## src/rtl/i2cdw_pkg.sv

```systemverilog
// Shared types and constants for the display write master.
`timescale 1ns / 1ps

package i2cdw_pkg;

    localparam int CfgIdxW = 1;

    localparam logic [CfgIdxW-1:0] CFG_DEVICE_ADDRESS = 1'd0;
    localparam logic [CfgIdxW-1:0] CFG_PHASE_TICKS    = 1'd1;

    localparam logic [7:0] DEVICE_ADDRESS_RESET = 8'd120;
    localparam logic [7:0] PHASE_TICKS_RESET    = 8'd10;

    localparam logic [7:0] CTRL_DATA = 8'h40;
    localparam logic [7:0] CTRL_CMD  = 8'h00;

    localparam logic [1:0] MODE_TICK  = 2'd0;
    localparam logic [1:0] MODE_CMD   = 2'd1;
    localparam logic [1:0] MODE_DATA  = 2'd2;

    typedef struct packed {
        logic [7:0] device_address;
        logic [7:0] phase_ticks;
    } cfg_t;

    typedef struct packed {
        logic scl_out;
        logic sda_out;
        logic busy_res;
        logic done_res;
        logic nack_seen;
        logic rejected;
    } res_t;

endpackage

```

## src/rtl/i2cdw_channels.sv

```systemverilog
// Handshake channel interfaces: tick input, result output, config write.
`timescale 1ns / 1ps

interface i2cdw_in_if;
    logic       valid;
    logic       ready;
    logic [1:0] mode;
    logic [7:0] payload;
    logic       sda_in;

    modport source (output valid, output mode, output payload, output sda_in, input ready);
    modport sink   (input valid, input mode, input payload, input sda_in, output ready);
endinterface

interface i2cdw_out_if;
    logic valid;
    logic ready;
    logic scl_out;
    logic sda_out;
    logic busy_res;
    logic done_res;
    logic nack_seen;
    logic rejected;

    modport source (output valid, output scl_out, output sda_out, output busy_res,
                    output done_res, output nack_seen, output rejected, input ready);
    modport sink   (input valid, input scl_out, input sda_out, input busy_res,
                    input done_res, input nack_seen, input rejected, output ready);
endinterface

interface i2cdw_cfg_if;
    logic                          valid;
    logic                          ready;
    logic [i2cdw_pkg::CfgIdxW-1:0] index;
    logic [7:0]                    data;

    modport source (output valid, output index, output data, input ready);
    modport sink   (input valid, input index, input data, output ready);
endinterface

```

## src/rtl/i2cdw_engine.sv

```systemverilog
// Bus phase sequencer: one tick word in, one pin/status result out.
`timescale 1ns / 1ps

module i2cdw_engine
(
    input  logic            clk,
    input  logic            rst_n,
    input  logic            tick,
    input  logic [1:0]      mode,
    input  logic [7:0]      payload,
    input  logic            sda_in,
    input  i2cdw_pkg::cfg_t cfg,
    output i2cdw_pkg::res_t res
);

    typedef enum logic [3:0] {
        PH_IDLE      = 4'd0,
        PH_START_A   = 4'd1,
        PH_START_B   = 4'd2,
        PH_START_C   = 4'd3,
        PH_BIT_SETUP = 4'd4,
        PH_BIT_HIGH  = 4'd5,
        PH_BIT_LOW   = 4'd6,
        PH_ACK_SETUP = 4'd7,
        PH_ACK_HIGH  = 4'd8,
        PH_ACK_LOW   = 4'd9,
        PH_STOP_A    = 4'd10
    } phase_t;

    typedef struct packed {
        phase_t     phase;
        logic [1:0] byte_slot;
        logic [3:0] bit_count;
        logic [7:0] shift_byte;
        logic [7:0] held_payload;
        logic       is_data_write;
        logic [7:0] tick_count;
        logic       nack_accum;
        logic       scl_level;
        logic       sda_level;
    } state_t;

    state_t     st_reg;
    state_t     st_next;
    logic       request;
    logic       go;
    phase_t     go_phase;
    logic       done;
    logic       rej;
    logic [7:0] limit;
    logic [8:0] tick_inc;

    assign request  = (mode == i2cdw_pkg::MODE_CMD) || (mode == i2cdw_pkg::MODE_DATA);
    assign limit    = (cfg.phase_ticks == 8'd0) ? 8'd1 : cfg.phase_ticks;
    assign tick_inc = {1'b0, st_reg.tick_count} + 9'd1;

    always_comb
    begin
        st_next  = st_reg;
        go       = 1'b0;
        go_phase = PH_IDLE;
        done     = 1'b0;
        rej      = 1'b0;

        if (st_reg.phase == PH_IDLE || st_reg.phase > PH_STOP_A)
        begin
            st_next.phase = PH_IDLE;
            if (request)
            begin
                st_next.held_payload  = payload;
                st_next.is_data_write = (mode == i2cdw_pkg::MODE_DATA);
                st_next.nack_accum    = 1'b0;
                st_next.byte_slot     = 2'd0;
                st_next.bit_count     = 4'd0;
                go       = 1'b1;
                go_phase = PH_START_A;
            end
        end
        else
        begin
            rej = request;
            if (tick_inc >= {1'b0, limit})
            begin
                case (st_reg.phase)
                    PH_START_A:
                    begin
                        go       = 1'b1;
                        go_phase = PH_START_B;
                    end
                    PH_START_B:
                    begin
                        go       = 1'b1;
                        go_phase = PH_START_C;
                    end
                    PH_START_C:
                    begin
                        st_next.byte_slot  = 2'd0;
                        st_next.bit_count  = 4'd0;
                        st_next.shift_byte = cfg.device_address;
                        go       = 1'b1;
                        go_phase = PH_BIT_SETUP;
                    end
                    PH_BIT_SETUP:
                    begin
                        go       = 1'b1;
                        go_phase = PH_BIT_HIGH;
                    end
                    PH_BIT_HIGH:
                    begin
                        go       = 1'b1;
                        go_phase = PH_BIT_LOW;
                    end
                    PH_BIT_LOW:
                    begin
                        st_next.shift_byte = {st_reg.shift_byte[6:0], 1'b0};
                        st_next.bit_count  = st_reg.bit_count + 4'd1;
                        go       = 1'b1;
                        go_phase = (st_next.bit_count >= 4'd8) ? PH_ACK_SETUP : PH_BIT_SETUP;
                    end
                    PH_ACK_SETUP:
                    begin
                        go       = 1'b1;
                        go_phase = PH_ACK_HIGH;
                    end
                    PH_ACK_HIGH:
                    begin
                        st_next.nack_accum = st_reg.nack_accum | sda_in;
                        go       = 1'b1;
                        go_phase = PH_ACK_LOW;
                    end
                    PH_ACK_LOW:
                    begin
                        go = 1'b1;
                        if (st_reg.byte_slot >= 2'd2)
                        begin
                            go_phase = PH_STOP_A;
                        end
                        else
                        begin
                            // load the next byte of the frame
                            st_next.byte_slot = st_reg.byte_slot + 2'd1;
                            st_next.bit_count = 4'd0;
                            if (st_reg.byte_slot == 2'd0)
                            begin
                                st_next.shift_byte = st_reg.is_data_write ?
                                                     i2cdw_pkg::CTRL_DATA : i2cdw_pkg::CTRL_CMD;
                            end
                            else
                            begin
                                st_next.shift_byte = st_reg.held_payload;
                            end
                            go_phase = PH_BIT_SETUP;
                        end
                    end
                    PH_STOP_A:
                    begin
                        st_next.sda_level  = 1'b1;
                        st_next.scl_level  = 1'b1;
                        st_next.phase      = PH_IDLE;
                        st_next.tick_count = 8'd0;
                        done = 1'b1;
                    end
                    default:
                    begin
                        st_next.phase      = PH_IDLE;
                        st_next.tick_count = 8'd0;
                    end
                endcase
            end
            else
            begin
                st_next.tick_count = tick_inc[7:0];
            end
        end

        // apply pin levels of the phase being entered
        if (go)
        begin
            st_next.phase      = go_phase;
            st_next.tick_count = 8'd0;
            case (go_phase)
                PH_START_A:
                begin
                    st_next.sda_level = 1'b1;
                    st_next.scl_level = 1'b1;
                end
                PH_START_B:   st_next.sda_level = 1'b0;
                PH_START_C:   st_next.scl_level = 1'b0;
                PH_BIT_SETUP: st_next.sda_level = st_next.shift_byte[7];
                PH_BIT_HIGH:  st_next.scl_level = 1'b1;
                PH_BIT_LOW:
                begin
                    st_next.scl_level = 1'b0;
                    if (st_next.bit_count == 4'd7)
                    begin
                        st_next.sda_level = 1'b1;
                    end
                end
                PH_ACK_SETUP: st_next.sda_level = 1'b1;
                PH_ACK_HIGH:  st_next.scl_level = 1'b1;
                PH_ACK_LOW:   st_next.scl_level = 1'b0;
                PH_STOP_A:
                begin
                    st_next.sda_level = 1'b0;
                    st_next.scl_level = 1'b1;
                end
                default: ;
            endcase
        end
    end

    always_comb
    begin
        res.scl_out   = st_next.scl_level;
        res.sda_out   = st_next.sda_level;
        res.busy_res  = (st_next.phase != PH_IDLE);
        res.done_res  = done;
        res.nack_seen = done & st_next.nack_accum;
        res.rejected  = rej;
    end

    always_ff @(posedge clk or negedge rst_n)
    begin
        if (!rst_n)
        begin
            st_reg.phase         <= PH_IDLE;
            st_reg.byte_slot     <= 2'd0;
            st_reg.bit_count     <= 4'd0;
            st_reg.shift_byte    <= 8'd0;
            st_reg.held_payload  <= 8'd0;
            st_reg.is_data_write <= 1'b0;
            st_reg.tick_count    <= 8'd0;
            st_reg.nack_accum    <= 1'b0;
            st_reg.scl_level     <= 1'b1;
            st_reg.sda_level     <= 1'b1;
        end
        else if (tick)
        begin
            st_reg <= st_next;
        end
    end

endmodule

```

## src/rtl/i2cdw_out_buf.sv

```systemverilog
// Two-entry result register with skid slot.
`timescale 1ns / 1ps

module i2cdw_out_buf
(
    input  logic            clk,
    input  logic            rst_n,
    input  logic            push,
    input  i2cdw_pkg::res_t push_data,
    output logic            space,
    output logic            head_valid,
    output i2cdw_pkg::res_t head_data,
    input  logic            pop_ready
);

    logic [1:0]      count_reg;
    logic [1:0]      count_next;
    i2cdw_pkg::res_t head_reg;
    i2cdw_pkg::res_t head_next;
    i2cdw_pkg::res_t skid_reg;
    i2cdw_pkg::res_t skid_next;
    logic            pop;

    assign space      = (count_reg != 2'd2);
    assign head_valid = (count_reg != 2'd0);
    assign head_data  = head_reg;
    assign pop        = head_valid && pop_ready;

    always_comb
    begin
        count_next = count_reg;
        head_next  = head_reg;
        skid_next  = skid_reg;
        case ({push, pop})
            2'b10:
            begin
                if (count_reg == 2'd0)
                begin
                    head_next = push_data;
                end
                else
                begin
                    skid_next = push_data;
                end
                count_next = count_reg + 2'd1;
            end
            2'b01:
            begin
                head_next  = skid_reg;
                count_next = count_reg - 2'd1;
            end
            2'b11:
            begin
                if (count_reg == 2'd1)
                begin
                    head_next = push_data;
                end
                else
                begin
                    head_next = skid_reg;
                    skid_next = push_data;
                end
            end
            default: ;
        endcase
    end

    always_ff @(posedge clk or negedge rst_n)
    begin
        if (!rst_n)
        begin
            count_reg <= 2'd0;
        end
        else
        begin
            count_reg <= count_next;
        end
    end

    always_ff @(posedge clk)
    begin
        head_reg <= head_next;
        skid_reg <= skid_next;
    end

endmodule

```

## src/rtl/i2c_display_write_master_unit.sv

```systemverilog
// Top level of the tick-driven I2C display write master.
`timescale 1ns / 1ps

// Usage:
//   item   : one word per timer tick; mode 0 just advances time, mode 1 starts a
//            command write, mode 2 a data write (payload latched then). sda_in
//            is the sampled SDA level, read on the last tick of each ack high phase.
//   result : one word per accepted tick with the SCL/SDA drive levels after that
//            tick, busy, done (stop finished), nack_seen (with done) and
//            rejected (write request while busy).
//   cfg    : register writes, index 0 device address byte, index 1 ticks per
//            bus phase (0 acts as 1). Always ready; write only while idle.
// Timing: the result of a tick is written into the result register when the tick
//   word is accepted. Throughput: one tick per cycle while item ready is high; the
//   phase sequencer updates its state in the accepting cycle.
// Stall: a two-entry result register keeps item ready while one result waits;
//   item ready drops only when both entries are full.
// Reset: bus idle, both lines released, registers at address 120 and 10 ticks.

module i2c_display_write_master_unit
(
    input logic                clk,
    input logic                rst_n,
    i2cdw_in_if.sink           item,
    i2cdw_out_if.source        result,
    i2cdw_cfg_if.sink          cfg
);

    i2cdw_pkg::cfg_t cfg_reg;
    i2cdw_pkg::res_t eng_res;
    i2cdw_pkg::res_t head_res;
    logic            space;
    logic            tick;

    assign cfg.ready  = 1'b1;
    assign item.ready = space;
    assign tick       = item.valid && space;

    always_ff @(posedge clk or negedge rst_n)
    begin
        if (!rst_n)
        begin
            cfg_reg.device_address <= i2cdw_pkg::DEVICE_ADDRESS_RESET;
            cfg_reg.phase_ticks    <= i2cdw_pkg::PHASE_TICKS_RESET;
        end
        else if (cfg.valid)
        begin
            case (cfg.index)
                i2cdw_pkg::CFG_DEVICE_ADDRESS: cfg_reg.device_address <= cfg.data;
                i2cdw_pkg::CFG_PHASE_TICKS:    cfg_reg.phase_ticks    <= cfg.data;
                default: ;
            endcase
        end
    end

    i2cdw_engine u_engine
    (
        .clk     (clk),
        .rst_n   (rst_n),
        .tick    (tick),
        .mode    (item.mode),
        .payload (item.payload),
        .sda_in  (item.sda_in),
        .cfg     (cfg_reg),
        .res     (eng_res)
    );

    i2cdw_out_buf u_out_buf
    (
        .clk        (clk),
        .rst_n      (rst_n),
        .push       (tick),
        .push_data  (eng_res),
        .space      (space),
        .head_valid (result.valid),
        .head_data  (head_res),
        .pop_ready  (result.ready)
    );

    assign result.scl_out   = head_res.scl_out;
    assign result.sda_out   = head_res.sda_out;
    assign result.busy_res  = head_res.busy_res;
    assign result.done_res  = head_res.done_res;
    assign result.nack_seen = head_res.nack_seen;
    assign result.rejected  = head_res.rejected;

    a_done_ends_busy: assert property (@(posedge clk) disable iff (!rst_n)
        tick && eng_res.done_res |-> !eng_res.busy_res && eng_res.scl_out && eng_res.sda_out)
        else $error("stop completed with bus still busy or lines held");

    a_nack_with_done: assert property (@(posedge clk) disable iff (!rst_n)
        tick && eng_res.nack_seen |-> eng_res.done_res)
        else $error("nack reported without done");

    a_reject_only_busy: assert property (@(posedge clk) disable iff (!rst_n)
        tick && eng_res.rejected |-> eng_res.busy_res || eng_res.done_res)
        else $error("request rejected while idle");

    a_stall_only_full: assert property (@(posedge clk) disable iff (!rst_n)
        !space |-> result.valid)
        else $error("input stalled with no result pending");

endmodule
```

## src/flat_wrapper.sv

```systemverilog
// flat-port wrapper written by rule: the top's interface ports become plain ports
module i2c_display_write_master_unit_flat 
  (clk, rst_n, item_valid, item_mode, item_payload, item_sda_in, item_ready, result_valid, result_scl_out, result_sda_out, result_busy_res, result_done_res, result_nack_seen, result_rejected, result_ready, cfg_valid, cfg_index, cfg_data, cfg_ready);
  i2cdw_in_if item_i ();
  i2cdw_out_if result_i ();
  i2cdw_cfg_if cfg_i ();
  input logic clk;
  input logic rst_n;
  input wire logic [$bits(item_i.valid)-1:0] item_valid;
  input wire logic [$bits(item_i.mode)-1:0] item_mode;
  input wire logic [$bits(item_i.payload)-1:0] item_payload;
  input wire logic [$bits(item_i.sda_in)-1:0] item_sda_in;
  output wire logic [$bits(item_i.ready)-1:0] item_ready;
  output wire logic [$bits(result_i.valid)-1:0] result_valid;
  output wire logic [$bits(result_i.scl_out)-1:0] result_scl_out;
  output wire logic [$bits(result_i.sda_out)-1:0] result_sda_out;
  output wire logic [$bits(result_i.busy_res)-1:0] result_busy_res;
  output wire logic [$bits(result_i.done_res)-1:0] result_done_res;
  output wire logic [$bits(result_i.nack_seen)-1:0] result_nack_seen;
  output wire logic [$bits(result_i.rejected)-1:0] result_rejected;
  input wire logic [$bits(result_i.ready)-1:0] result_ready;
  input wire logic [$bits(cfg_i.valid)-1:0] cfg_valid;
  input wire logic [$bits(cfg_i.index)-1:0] cfg_index;
  input wire logic [$bits(cfg_i.data)-1:0] cfg_data;
  output wire logic [$bits(cfg_i.ready)-1:0] cfg_ready;
  assign item_i.valid = item_valid;
  assign item_i.mode = item_mode;
  assign item_i.payload = item_payload;
  assign item_i.sda_in = item_sda_in;
  assign item_ready = item_i.ready;
  assign result_valid = result_i.valid;
  assign result_scl_out = result_i.scl_out;
  assign result_sda_out = result_i.sda_out;
  assign result_busy_res = result_i.busy_res;
  assign result_done_res = result_i.done_res;
  assign result_nack_seen = result_i.nack_seen;
  assign result_rejected = result_i.rejected;
  assign result_i.ready = result_ready;
  assign cfg_i.valid = cfg_valid;
  assign cfg_i.index = cfg_index;
  assign cfg_i.data = cfg_data;
  assign cfg_ready = cfg_i.ready;
  i2c_display_write_master_unit u_core (.clk(clk), .rst_n(rst_n), .item(item_i), .result(result_i), .cfg(cfg_i));
endmodule
```

## config.mk

```make
export PLATFORM = sky130hd
export DESIGN_NAME = i2c_display_write_master_unit_flat
export DESIGN_NICKNAME = d
export VERILOG_FILES = /design/src/rtl/i2cdw_pkg.sv /design/src/rtl/i2cdw_channels.sv /design/src/rtl/i2cdw_engine.sv /design/src/rtl/i2cdw_out_buf.sv /design/src/rtl/i2c_display_write_master_unit.sv /design/src/flat_wrapper.sv
export SDC_FILE = /design/constraint.sdc
export NUM_CORES = 1
export LEC_CHECK = 0
export ABC_AREA = 1
export BUFFER_PORTS_ARGS = -buffer_cell sky130_fd_sc_hd__buf_4
export CORE_MARGIN = 3
export CORE_UTILIZATION = 54
export DETAILED_ROUTE_END_ITERATION = 12
export GPL_TIMING_DRIVEN = 0
export PLACE_DENSITY_LB_ADDON = 0.05
export RECOVER_POWER = 50
export SYNTH_ARGS = -nofsm -noshare
export SYNTH_HDL_FRONTEND = slang
export SYNTH_SLANG_ARGS = --single-unit
```

## constraint.sdc

```tcl
create_clock -name clk -period 3 [get_ports clk]
set_input_delay 0.6 -clock clk [delete_from_list [all_inputs] [get_ports clk]]
set_output_delay 0.6 -clock clk [all_outputs]
set_load 0.05 [all_outputs]
```

==> impl_metrics.env, run 1 <==
export IMPL_largest_reg_flops=38
export IMPL_r2r_start="u_core.u_engine.st_reg[3]$_DFFE_PN0P_"
export IMPL_first_iter_violations=180
export IMPL_core_sq_mm=0.00691
export IMPL_report_final_slew_viol_count=0
export IMPL_cpMaxStageDelayCell="dfrtp_2"
export IMPL_grt_pass1_wl_um=14800
export IMPL_grt_usage_pct=22.5
export IMPL_power_density_mw_per_mm2=786
export IMPL_worstSetupStartpointType="flop"
export IMPL_regArea_sq_mm=0.00177
export IMPL_vias=3346
export IMPL_synth_top_flop_cell="dfrtp_1"
export IMPL_dieArea_sq_mm=0.00828
export IMPL_critPathKind="flop to flop"
export IMPL_tightest_slew_ns=1.39
export IMPL_yosys_warnings=0
export IMPL_fin_util_pct=68.3
export IMPL_post_dp_cell_area_sq_mm=0.00426
export IMPL_drive_above_1_share_pct=25.9
export IMPL_final_nets=573
export IMPL_cp_common_cell="nand2_1"
export IMPL_critical_path_max_stage_delay_ns=0.46
export IMPL_finClkSkew_ns=0.0141
export IMPL_critPathMaxFanout=5
export IMPL_cts_made_buffers=9
export IMPL_finalCriticalPeriod_ns=2.97
export IMPL_vdd_drop_max_mv=0.399
export IMPL_r2r_slack_ns=0.03
export IMPL_cts_tree="built"
export IMPL_synth_edf_count=12
export IMPL_cts_root_buffer="clkbuf_8"
export IMPL_num_rows=30
export IMPL_syn_area_sq_mm=0.00390
export IMPL_wl_um=8920
export IMPL_r2r_worst_path_cells=20
export IMPL_outcome="completed"
export IMPL_ys_seq_area_share_pct=45.4
export IMPL_gr_total_overflow=0
export IMPL_syn_inst=477
export IMPL_setup_viol=0
export IMPL_synthesis_nets=519
export IMPL_grt_pass1_vias=3204
export IMPL_diodes=0
export IMPL_rsz0062_at_grt="yes"
export IMPL_area_growth_pct=21.0
export IMPL_ys_ff_latch=68
export IMPL_post_dp_hpwl_um=6160
export IMPL_startpoint="u_core.u_engine.st_reg[3]$_DFFE_PN0P_"
export IMPL_end_kind="flop"
export IMPL_drcViolationCount=0
export IMPL_drv_cap=0
export IMPL_final_cell_area_sq_mm=0.00472
export IMPL_slew_headroom_pct=7.52
export IMPL_insertion_delay_ns=0.36
export IMPL_path_clk_slew_ns=0.07
export IMPL_critPathRequiredTime_ns=3.11
export IMPL_grt_max_degree=57
export IMPL_fmax_ghz=0.337
export IMPL_postSynthAreaPerCell_sq_um=8.18
export IMPL_htree_num_levels=3
export IMPL_drtPass1Iterations=5
export IMPL_async_reset_ff_share_pct=82.4
export IMPL_setup_tns_ns=0
export IMPL_fillers=574
export IMPL_multi_input_area_sq_mm=0.00188
export IMPL_cp_arrival_ns=3.07
export IMPL_synth_cell_types=48
export IMPL_whs_ns=0.454
export IMPL_start_util_pct=56.5
export IMPL_gp_congestion=0.874
export IMPL_period_share_pct=98.9
export IMPL_power_leakage_nw=2.34
export IMPL_ios=34
export IMPL_cts_sinks=68
export IMPL_antenna_left=0
export IMPL_avgRoutedWirePerCell_um=14.1
export IMPL_endpoint="u_core.u_out_buf.head_data[3]$_DFFE_PP_"
export IMPL_timing_rr_end="u_core.u_out_buf.head_data[3]$_DFFE_PP_"
export IMPL_crit_chain="ha_4 > nand2_4 > nor2_4 > xor2_2 > ha_1 > nand2_1 > inv_2 > nand3_2 > nand3_2 > nand2_1 > nand2_1 > nand2_2 > nand2_4 > clkbuf_16 > inv_4 > nor2_4 > nor2_1 > a31oi_1 > nand4_1 > a22o_1"
export IMPL_cts_buffer_depth=2
export IMPL_port_buffers=32
export IMPL_dieWidth_um=91.0
export IMPL_ctsHoldBuffers=0
export IMPL_hold_viol=0
export IMPL_viasPerCell=5.29
export IMPL_antenna_found_initial=0
export IMPL_hold_path_class="primary input to flop"
export IMPL_die_h_um=91.0
through the flow:
stage	power [mW]	std cells	worst slack, ns
final	3.71	632	0.0343
after global routing	3.98	632	-0.121
after CTS	3.59	623	0.0161
after detailed placement	2.78	605	-0.0665
after global placement	2.74	605	-0.0302
after floorplan	2.41	477	0.235
logic make-up (layout without fill, tap and decap cells):
logic type / count (synthesis) / count (layout) / share of synthesized area (%)
simple gates: 186 / 186 / 21.2
compound gates: 100 / 100 / 15.8
buf+inv: 96 / 155 / 9.82
flops: 68 / 68 / 45.4
fa+ha+maj: 17 / 17 / 5.45
xor+xnor: 6 / 6 / 1.35
mux: 3 / 3 / 0.866
other cells: 1 / 1 / 0.0962
what timing repair did:
action | in CTS | in global routing
gates cloned | 0 | 1
gates resized for setup | 5 | 34
setup endpoints to repair | 9 | 28
pin swaps | 2 | 23
setup buffers | 2 | 9
report_power, final:
part | internal (mW) | switching [mW] | total [mW]
sequential | 1.26 | 0.143 | 1.40
clock | 0.405 | 0.376 | 0.781
combinational | 0.541 | 0.987 | 1.53
critical path: cells and delay by family, from the launching register on:
| family | cells | cell delay (ns) |
|---|---|---|
| buffers and inverters | 3 | 0.26 |
| DFF | 1 | 0.46 |
| and+or+nand+nor | 12 | 0.92 |
| adders and majority gates | 2 | 0.49 |
| xor gates and xnor gates | 1 | 0.15 |
| AOI/OAI and AO/OA | 2 | 0.44 |
cells in the final DEF (no fill, tap or decap), types with 3 or more instances in the layout:
cell type / n
nand2_1: 116
inv_1: 69
o21ai_0: 46
dfrtp_1: 46
buf_4: 42
nor2_1: 19
ha_1: 16
nand3_1: 13
inv_2: 12
a21oi_1: 12
edfxtp_1: 12
o21ai_1: 10
clkbuf_8: 9
dfstp_2: 8
nand2_2: 7
nor2_2: 6
nand3_2: 5
buf_2: 5
nor2_4: 4
nand4_1: 4
nand2_4: 4
a31oi_1: 4
inv_4: 4
o211ai_1: 4
o22ai_1: 4
a32o_1: 4
xor2_2: 3
clkbuf_1: 3
o221ai_1: 3
mux2_2: 3
clkbuf_16: 3
cell usage after synthesis (2+ instances only):
| library cell | count | share of area, % |
|---|---|---|
| a211oi_2 | 2 | 0.64 |
| a21oi_1 | 13 | 1.7 |
| a21oi_4 | 2 | 0.83 |
| a22o_1 | 2 | 0.45 |
| a31oi_1 | 4 | 0.64 |
| a32o_1 | 4 | 1.0 |
| buf_2 | 5 | 0.64 |
| clkbuf_1 | 4 | 0.38 |
| dfrtp_1 | 48 | 31 |
| dfstp_2 | 8 | 5.4 |
| edfxtp_1 | 12 | 9.2 |
| ha_1 | 17 | 5.5 |
| inv_1 | 72 | 6.9 |
| inv_2 | 10 | 0.96 |
| inv_4 | 2 | 0.32 |
| mux2_2 | 3 | 0.87 |
| nand2_1 | 118 | 11 |
| nand2_2 | 8 | 1.3 |
| nand3_1 | 18 | 2.3 |
| nand4_1 | 4 | 0.64 |
| nor2_1 | 23 | 2.2 |
| nor2_2 | 5 | 0.80 |
| nor3_2 | 2 | 0.51 |
| o211ai_1 | 4 | 0.77 |
| o21ai_0 | 49 | 6.3 |
| o21ai_1 | 7 | 0.90 |
| o221ai_1 | 3 | 0.67 |
| o22ai_1 | 4 | 0.64 |
| xnor2_1 | 2 | 0.45 |
| xor2_1 | 4 | 0.90 |
how the worst min path moves through the flow:
stage / start / endpoint / slack (ns) / cells after the start
6_report: item_payload[5] / u_core.u_engine.st_reg[17]$_DFFE_PN0P_ / 0.45 / 3
3_3_place_gp: u_core.u_engine.st_reg[0]$_DFFE_PN1P_ / u_core.u_engine.st_reg[0]$_DFFE_PN1P_ / 0.46 / 2
4_1_cts: rst_n / u_core.u_engine.st_reg[34]$_DFFE_PN0P_ / 0.31 / 1
3_5_place_dp: u_core.u_engine.st_reg[0]$_DFFE_PN1P_ / u_core.u_engine.st_reg[0]$_DFFE_PN1P_ / 0.47 / 2
2_1_floorplan: rst_n / u_core.cfg_reg[0]$_DFFE_PN0P_ / 0.30 / 0
5_1_grt: item_payload[3] / u_core.u_engine.st_reg[15]$_DFFE_PN0P_ / 0.47 / 2
final cells by class:
class,instances,area share [%]
sequential,68,37.6
timing repair buffer,44,7.32
clock inverter,5,0.822
clock buffer,11,3.69
inverter,85,6.97
multi-input combinational,313,39.8
buffer,10,1.25
tap,96,2.55
routing by layer:
layer,GRT usage [%],up-vias,wire [um]
li1,-,1654,-
met1,31.0,1586,4090
met3,5.30,20,433
met4,7.54,0,180
met2,35.0,86,4210
met5,0,-,0
Note: power is estimated with default switching activity, not from simulation.
==> run 2, diff against run 1 <==
--- a/config.mk
+++ b/config.mk
@@ -7,6 +7,7 @@
 export LEC_CHECK = 0
 export ABC_AREA = 1
 export BUFFER_PORTS_ARGS = -buffer_cell sky130_fd_sc_hd__buf_4
+export CAP_MARGIN = 40
 export CORE_MARGIN = 3
 export CORE_UTILIZATION = 54
 export DETAILED_ROUTE_END_ITERATION = 12
@@ -15,4 +16,5 @@
 export RECOVER_POWER = 50
 export SYNTH_ARGS = -nofsm -noshare
 export SYNTH_HDL_FRONTEND = slang
+export SYNTH_HIERARCHICAL = 1
 export SYNTH_SLANG_ARGS = --single-unit
==> constraint.sdc (replaced) <==
create_clock -name clk -period 2.4 [get_ports clk]
set_input_delay 0.48 -clock clk [delete_from_list [all_inputs] [get_ports clk]]
set_output_delay 0.48 -clock clk [all_outputs]
set_load 0.05 [all_outputs]
==> run 2 against run 1 <==
  * Critical endpoint is now u_core/u_out_buf/head_data[4]$_DFFE_PP_
  * Clock-buffer cell count rose by 1
  * Register-to-register slack got worse by 0.67 ns
  * Hold slack got worse by 0.13 ns
  * Clock skew fell by 0.0014 ns
  * Flip-flop and latch count did not move
  * First-iteration DRC count rose by 33%
  * Combinational power rose by 110%
  * Global-route usage rose by 0.068 points
  * Critical path type unchanged
  * Cell count rose by 7.3%
  * Sequential share of layout area fell by 3.7 points
  * Highest routed layer unchanged
  * The flow now finishes with violations (negative setup slack)
==> impl_metrics.env, run 2 <==
export IMPL_ys_seq_area_share_pct=42.6
export IMPL_area_growth_pct=26.0
export IMPL_slew_headroom_pct=3.58
export IMPL_viasPerCell=5.32
export IMPL_critical_path_max_stage_delay_ns=0.43
export IMPL_cts_made_buffers=9
export IMPL_diodes=0
export IMPL_final_nets=617
export IMPL_power_mw=6.23
export IMPL_postSynthAreaPerCell_sq_um=8.15
export IMPL_mostFrequentLayoutCells="152 x nand2_1, 50 x inv_1, 48 x buf_4, 46 x dfrtp_1, 35 x nand3_1"
export IMPL_first_iter_violations=240
export IMPL_setup_slack_ns=-0.640
export IMPL_hold_path_class="primary input to flop"
export IMPL_critPathMaxFanout=6
export IMPL_syn_area_sq_mm=0.00416
export IMPL_setup_viol=34
export IMPL_insertion_delay_ns=0.35
export IMPL_vdd_drop_max_mv=0.556
export IMPL_htree_num_levels=3
export IMPL_path_clk_slew_ns=0.08
export IMPL_power_density_mw_per_mm2=1190
export IMPL_crit_chain="ha_4 > nand3_4 > xor2_4 > inv_2 > ha_4 > nand2_4 > nor2_2 > nand2_1 > nand3_1 > nand2_1 > nand2_2 > nand2_4 > nand2_8 > buf_6 > nand2_4 > o21ai_1 > inv_1 > o21ai_2 > nand4_2 > buf_6 > nand3_2 > nand2_1"
export IMPL_violations="negative setup slack"
export IMPL_tightest_slew_ns=1.45
export IMPL_grt_pass1_vias=3536
export IMPL_power_leakage_nw=2.53
export IMPL_gr_total_overflow=0
export IMPL_dieWidth_um=93.7
export IMPL_async_reset_ff_share_pct=82.4
export IMPL_path_buf_inv=4
export IMPL_final_common_cell="nand2_1"
export IMPL_drive_above_1_share_pct=33.0
export IMPL_antenna_left=0
export IMPL_syn_inst=510
export IMPL_yosysTopAreaCell="dfrtp_1"
export IMPL_synthTopCellsByArea="dfrtp_1 29%, nand2_1 14%, edfxtp_1 8.7%"
export IMPL_grt_max_degree=57
export IMPL_avgRoutedWirePerCell_um=13.8
export IMPL_multi_input_area_sq_mm=0.00232
export IMPL_cts_root_buffer="clkbuf_8"
export IMPL_synth_top_area_share_pct=28.9
export IMPL_hold_viol=0
export IMPL_synth_edf_count=12
export IMPL_yosys_warnings=6
export IMPL_regArea_sq_mm=0.00177
export IMPL_critPathKind="flop to flop"
export IMPL_cp_arrival_ns=3.15
export IMPL_die_h_um=93.7
export IMPL_drtPass1Iterations=4
export IMPL_cpMaxStageDelayCell="dfrtp_1"
export IMPL_antenna_found_initial=0
export IMPL_cts_tree="built"
export IMPL_ios=34
export IMPL_end_kind="flop"
export IMPL_fillers=596
export IMPL_grt_pass1_wl_um=15800
export IMPL_period_share_pct=127
export IMPL_largest_reg_flops=38
export IMPL_start_util_pct=56.4
export IMPL_finalCriticalPeriod_ns=3.04
export IMPL_finClkSkew_ns=0.0127
export IMPL_worstSetupStartpointType="flop"
export IMPL_cp_top_family="simple AND/OR/NAND/NOR gates"
export IMPL_cts_sinks=68
export IMPL_wl_um=9350
export IMPL_drv_cap=0
export IMPL_synthesis_nets=553
export IMPL_num_rows=31
export IMPL_instances_no_fill=678
export IMPL_cts_buffer_depth=2
export IMPL_port_buffers=30
export IMPL_drcViolationCount=0
export IMPL_fmax_ghz=0.329
export IMPL_grt_usage_pct=22.5
export IMPL_yosysMostFrequentCell="nand2_1"
export IMPL_ys_ff_latch=68
export IMPL_outcome="complete, but fails checks"
export IMPL_hp_start="item_payload[7]"
export IMPL_vias=3607
export IMPL_startpoint="u_core/u_engine/st_reg[4]$_DFFE_PN0P_"
export IMPL_post_dp_hpwl_um=6260
export IMPL_synth_top_flop_cell="dfrtp_1"
export IMPL_rsz0062_at_grt="yes"
export IMPL_r2r_start="u_core/u_engine/st_reg[4]$_DFFE_PN0P_"
export IMPL_dp_cells=639
export IMPL_dieArea_sq_mm=0.00879
export IMPL_critPathRequiredTime_ns=2.51
export IMPL_synth_cell_types=51
export IMPL_synth_common_cells="158 x nand2_1, 53 x inv_1, 48 x dfrtp_1"
export IMPL_gp_congestion=0.854
export IMPL_core_sq_mm=0.00737
export IMPL_report_final_slew_viol_count=0
==> run 2: cell types whose count changed in the layout (fill, tap and decap cells not counted), moves of 5 or more <==
cell | before | now
buf_6 | 0 | 12
a21oi_2 | 1 | 8
nand2_4 | 4 | 11
nand3_1 | 13 | 35
o21ai_0 | 46 | 7
a21oi_1 | 12 | 6
nand2_1 | 116 | 152
o21ai_2 | 1 | 6
nand2_2 | 7 | 15
buf_4 | 42 | 48
inv_1 | 69 | 50
==> run 2: per-stage QoR <==
step	setup TNS (ns)	util [%]	hold slack, ns	area [sq um]	worst slack (ns)
after CTS	-9.50	68.0	0.203	5010	-0.556
after global placement	-16.43	61.3	0.455	4520	-0.788
final	-10.59	71.1	0.325	5240	-0.640
after global routing	-17.00	71.1	0.329	5240	-0.822
after detailed placement	-18.73	61.3	0.460	4520	-0.837
after floorplan	-2.37	-	0.184	4170	-0.381
==> run 2: kinds of logic (layout without fill, tap and decap cells) <==
| family | Yosys count | in the layout | synth area share, % |
|---|---|---|---|
| simple gates | 271 | 272 | 31.4 |
| xor+xnor | 4 | 4 | 0.843 |
| buf+inv | 84 | 152 | 9.15 |
| fa+ha+maj | 18 | 18 | 5.42 |
| compound gates | 64 | 64 | 10.5 |
| other cells | 1 | 1 | 0.0902 |
| flops | 68 | 68 | 42.6 |
==> run 2: layer usage <==
metal | share of wire, % | GRT usage (%) | vias up
met1 | 43 | 28.3 | 1731
met4 | 2.2 | 9.75 | 0
met5 | 0 | 0 | -
met3 | 3.6 | 3.85 | 21
li1 | - | - | 1787
met2 | 51 | 38.2 | 68
==> run 2: path summary, 6_finish.rpt <==
kind	endpoint	slack (ns)	cells after the start
setup / recovery	u_core/u_out_buf/head_data[4]$_DFFE_PP_	-0.64	22
hold / removal	u_core/u_engine/st_reg[19]$_DFFE_PN0P_	0.33	3
setup reg to reg	u_core/u_out_buf/head_data[4]$_DFFE_PP_	-0.64	22
hold reg to reg	u_core/cfg_reg[11]$_DFFE_PN1P_	0.47	2
max in group asynchronous	u_core/u_engine/st_reg[3]$_DFFE_PN0P_	0.99	1
min in group asynchronous	u_core/u_out_buf/count_reg[0]$_DFFE_PN0P_	0.46	1
==> run 2: repair_timing <==
item,CTS,global route
hold buffers,0,0
cloned,2,1
setup buffers,12,9
gates resized for setup,36,49
setup endpoints to repair,38,48
pin swaps,16,14
==> run 2: where the power goes <==
part | switching [mW] | leakage (nW) | internal, mW
Combinational | 2.02 | 1.62 | 1.25
Clock | 0.441 | 0.107 | 0.613
Sequential | 0.250 | 0.810 | 1.66
Total | 2.71 | 2.53 | 3.52
==> run 2: layout make-up <==
class	instances	share of cell area, %
Buffer	16	2.37
Clock buffer	12	2.77
Clock inverter	4	1.39
Inverter	68	5.16
Multi-Input combinational cell	359	44.3
Sequential cell	68	33.9
Tap cell	99	2.37
Timing Repair Buffer	52	7.79
==> run 2: worst reg2reg max path, stage by stage (launching register included) <==
cell and delay [ns]:
dfrtp_1 0.43, ha_4 0.20, nand3_4 0.09, xor2_4 0.19, inv_2 0.06, ha_4 0.28, nand2_4 0.05, nor2_2 0.07
nand2_1 0.06, nand3_1 0.07, nand2_1 0.07, nand2_2 0.08, nand2_4 0.10, nand2_8 0.13, buf_6 0.13, nand2_4 0.05
o21ai_1 0.14, inv_1 0.06, o21ai_2 0.16, nand4_2 0.13, buf_6 0.14, nand3_2 0.06, nand2_1 0.05
==> run 3, diff against run 2 <==
--- a/config.mk
+++ b/config.mk
@@ -14,6 +14,7 @@
 export GPL_TIMING_DRIVEN = 0
 export PLACE_DENSITY_LB_ADDON = 0.05
 export RECOVER_POWER = 50
+export SKIP_CTS_REPAIR_TIMING = 1
 export SYNTH_ARGS = -nofsm -noshare
 export SYNTH_HDL_FRONTEND = slang
 export SYNTH_HIERARCHICAL = 1
==> run 3 against run 2 <==
  * The run still ends with negative setup slack left
  * Via count decreased by 4.2%
  * Hold slack better by 0.0041 ns
  * Routed wire length down 7.0%
  * Critical path depth is 3 higher
  * Maximum frequency shrank 0.48%
  * Largest power group unchanged
==> impl_metrics.env, run 3 (same netlist as run 2, synthesis figures left out) <==
export IMPL_outcome="complete, but fails checks"
export IMPL_violations="negative setup slack"
export IMPL_critPathMaxFanout=6
export IMPL_antenna_found_initial=0
export IMPL_multi_input_area_sq_mm=0.00213
export IMPL_switchingPower_mw=2.48
export IMPL_grt_pass1_vias=3316
export IMPL_power_mw=5.79
export IMPL_path_depth=25
export IMPL_r2r_slack_ns=-0.66
export IMPL_largest_reg_flops=38
export IMPL_endpoint="u_core/u_out_buf/head_data[4]$_DFFE_PP_"
export IMPL_critPathRequiredTime_ns=2.51
export IMPL_area_growth_pct=19.3
export IMPL_final_cell_area_sq_mm=0.00496
export IMPL_port_buffers=30
export IMPL_path_buf_inv=7
export IMPL_cp_arrival_ns=3.16
export IMPL_grt_max_degree=57
export IMPL_tightest_slew_ns=1.44
export IMPL_startpoint="u_core/u_engine/st_reg[3]$_DFFE_PN0P_"
export IMPL_critical_path_max_stage_delay_ns=0.42
export IMPL_start_util_pct=56.4
export IMPL_power_leakage_nw=2.43
export IMPL_report_final_slew_viol_count=0
export IMPL_insertion_delay_ns=0.35
export IMPL_viasPerCell=5.17
export IMPL_first_iter_violations=154
export IMPL_vias=3454
export IMPL_share_comb_of_total_power_pct=48.9
export IMPL_cp_common_cell="nand2_1"
export IMPL_switching_share_pct=42.9
export IMPL_sequentialPowerShare_pct=33.0
export IMPL_antenna_left=0
export IMPL_final_nets=607
export IMPL_ios=34
export IMPL_cts_sinks=68
export IMPL_cts_made_buffers=9
export IMPL_rsz0062_at_grt="yes"
export IMPL_drtPass1Iterations=4
export IMPL_end_kind="flop"
export IMPL_fmax_ghz=0.327
export IMPL_dieWidth_um=93.7
export IMPL_timing_rr_end="u_core/u_out_buf/head_data[4]$_DFFE_PP_"
export IMPL_gp_congestion=0.854
export IMPL_wl_um=8700
export IMPL_gr_total_overflow=0
export IMPL_grt_pass1_wl_um=14800
export IMPL_drv_cap=0
export IMPL_finalCriticalPeriod_ns=3.06
export IMPL_cts_root_buffer="clkbuf_8"
export IMPL_setup_viol=35
export IMPL_setup_slack_ns=-0.655
export IMPL_worstSetupStartpointType="flop"
export IMPL_diodes=0
export IMPL_path_clk_slew_ns=0.08
export IMPL_setup_tns_ns=-9.71
export IMPL_r2r_start="u_core/u_engine/st_reg[3]$_DFFE_PN0P_"
export IMPL_r2r_worst_path_cells=25
export IMPL_cpMaxStageDelayCell="dfrtp_2"
export IMPL_critPathKind="flop to flop"
export IMPL_cts_tree="built"
export IMPL_cts_buffer_depth=2
export IMPL_num_rows=31
export IMPL_period_share_pct=127
export IMPL_die_h_um=93.7
export IMPL_grt_usage_pct=21.1
export IMPL_dp_cells=639
export IMPL_dieArea_sq_mm=0.00879
export IMPL_post_dp_hpwl_um=6260
export IMPL_slew_headroom_pct=3.91
export IMPL_vdd_drop_max_mv=0.527
export IMPL_instances_no_fill=668
export IMPL_mostFrequentLayoutCells="157 x nand2_1, 51 x inv_1, 46 x dfrtp_1, 43 x buf_4, 35 x nand3_1"
export IMPL_avgRoutedWirePerCell_um=13.0
export IMPL_p_int_mw=3.31
export IMPL_final_common_cell="nand2_1"
export IMPL_hold_path_class="primary input to flop"
export IMPL_drive_above_1_share_pct=27.6
export IMPL_cp_top_family="simple AND/OR/NAND/NOR gates"
export IMPL_fillers=636
export IMPL_htree_num_levels=3
export IMPL_core_sq_mm=0.00737
export IMPL_post_place_ws_ns=-0.837
export IMPL_power_density_mw_per_mm2=1170
export IMPL_post_dp_cell_area_sq_mm=0.00452
export IMPL_regArea_sq_mm=0.00177
export IMPL_hold_viol=0
export IMPL_finClkSkew_ns=0.0131
export IMPL_drcViolationCount=0
export IMPL_p_clk_share_pct=18.1
-- run 3: cell count changes in the layout (fill, tap and decap cells not counted), moves of 3 or more --
cell / before / now
nor2_1: 22 / 26
nand2_4: 11 / 8
o21ai_0: 7 / 14
buf_4: 48 / 43
buf_6: 12 / 9
ha_4: 5 / 2
a21oi_1: 6 / 11
o21ai_1: 10 / 6
nand2_1: 152 / 157
ha_1: 13 / 16
a21oi_2: 8 / 3
o21ai_2: 6 / 3
-- run 3: worst min-delay path, cell delays in order --
cell and delay, ns:
buf_4 0.07, nand2_1 0.04, nand2_1 0.05
-- run 3: worst min path at each step --
| stage | from | end | slack, ns | depth (start not counted) |
|---|---|---|---|---|
| 2_1_floorplan | rst_n | u_core/cfg_reg[0]$_DFFE_PN0P_ | 0.18 | 0 |
| 5_1_grt | item_payload[7] | u_core/u_engine/st_reg[19]$_DFFE_PN0P_ | 0.32 | 3 |
| 3_3_place_gp | u_core/u_engine/st_reg[12]$_DFFE_PN0P_ | u_core/u_engine/st_reg[12]$_DFFE_PN0P_ | 0.46 | 2 |
| 4_1_cts | rst_n | u_core/u_engine/st_reg[34]$_DFFE_PN0P_ | 0.20 | 1 |
| 3_5_place_dp | u_core/u_engine/st_reg[16]$_DFFE_PN0P_ | u_core/u_engine/st_reg[16]$_DFFE_PN0P_ | 0.46 | 2 |
| 6_report | item_payload[7] | u_core/u_engine/st_reg[19]$_DFFE_PN0P_ | 0.33 | 3 |
-- run 3: power by group through the flow --
stage	combinational (mW)	sequential [mW]	clock (mW)
2_1_floorplan	1.90	2.04	0
3_3_place_gp	2.57	1.90	0
3_5_place_dp	2.64	1.91	0
4_1_cts	2.64	1.89	1.07
5_1_grt	3.18	1.96	1.12
6_report	2.83	1.91	1.05
-- run 3: per-stage QoR --
step	utilization, %	hold slack [ns]
floorplan	-	0.184
global placement	61.3	0.455
detailed placement	61.3	0.460
CTS	64.3	0.204
global route	67.3	0.325
finish	67.3	0.330
-- run 3: final cells by class --
class / instances / area share [%]
Clock inverter: 4 / 1.46
Timing Repair Buffer: 43 / 6.76
Sequential cell: 68 / 35.8
Clock buffer: 12 / 2.92
Multi-Input combinational cell: 358 / 42.9
Inverter: 68 / 5.24
Tap cell: 99 / 2.50
Buffer: 16 / 2.42
-- run 3: per-layer routing --
layer  track usage (%)  vias up  routed length, um  part of all wire (%)
li1                  -     1756                  -                     -
met1              27.0     1639               3930                    45
met2              35.1       53               4400                    51
met3              5.13        6                295                   3.4
met4              6.74        0                 75                  0.86
met5                 0        -                  0                     0
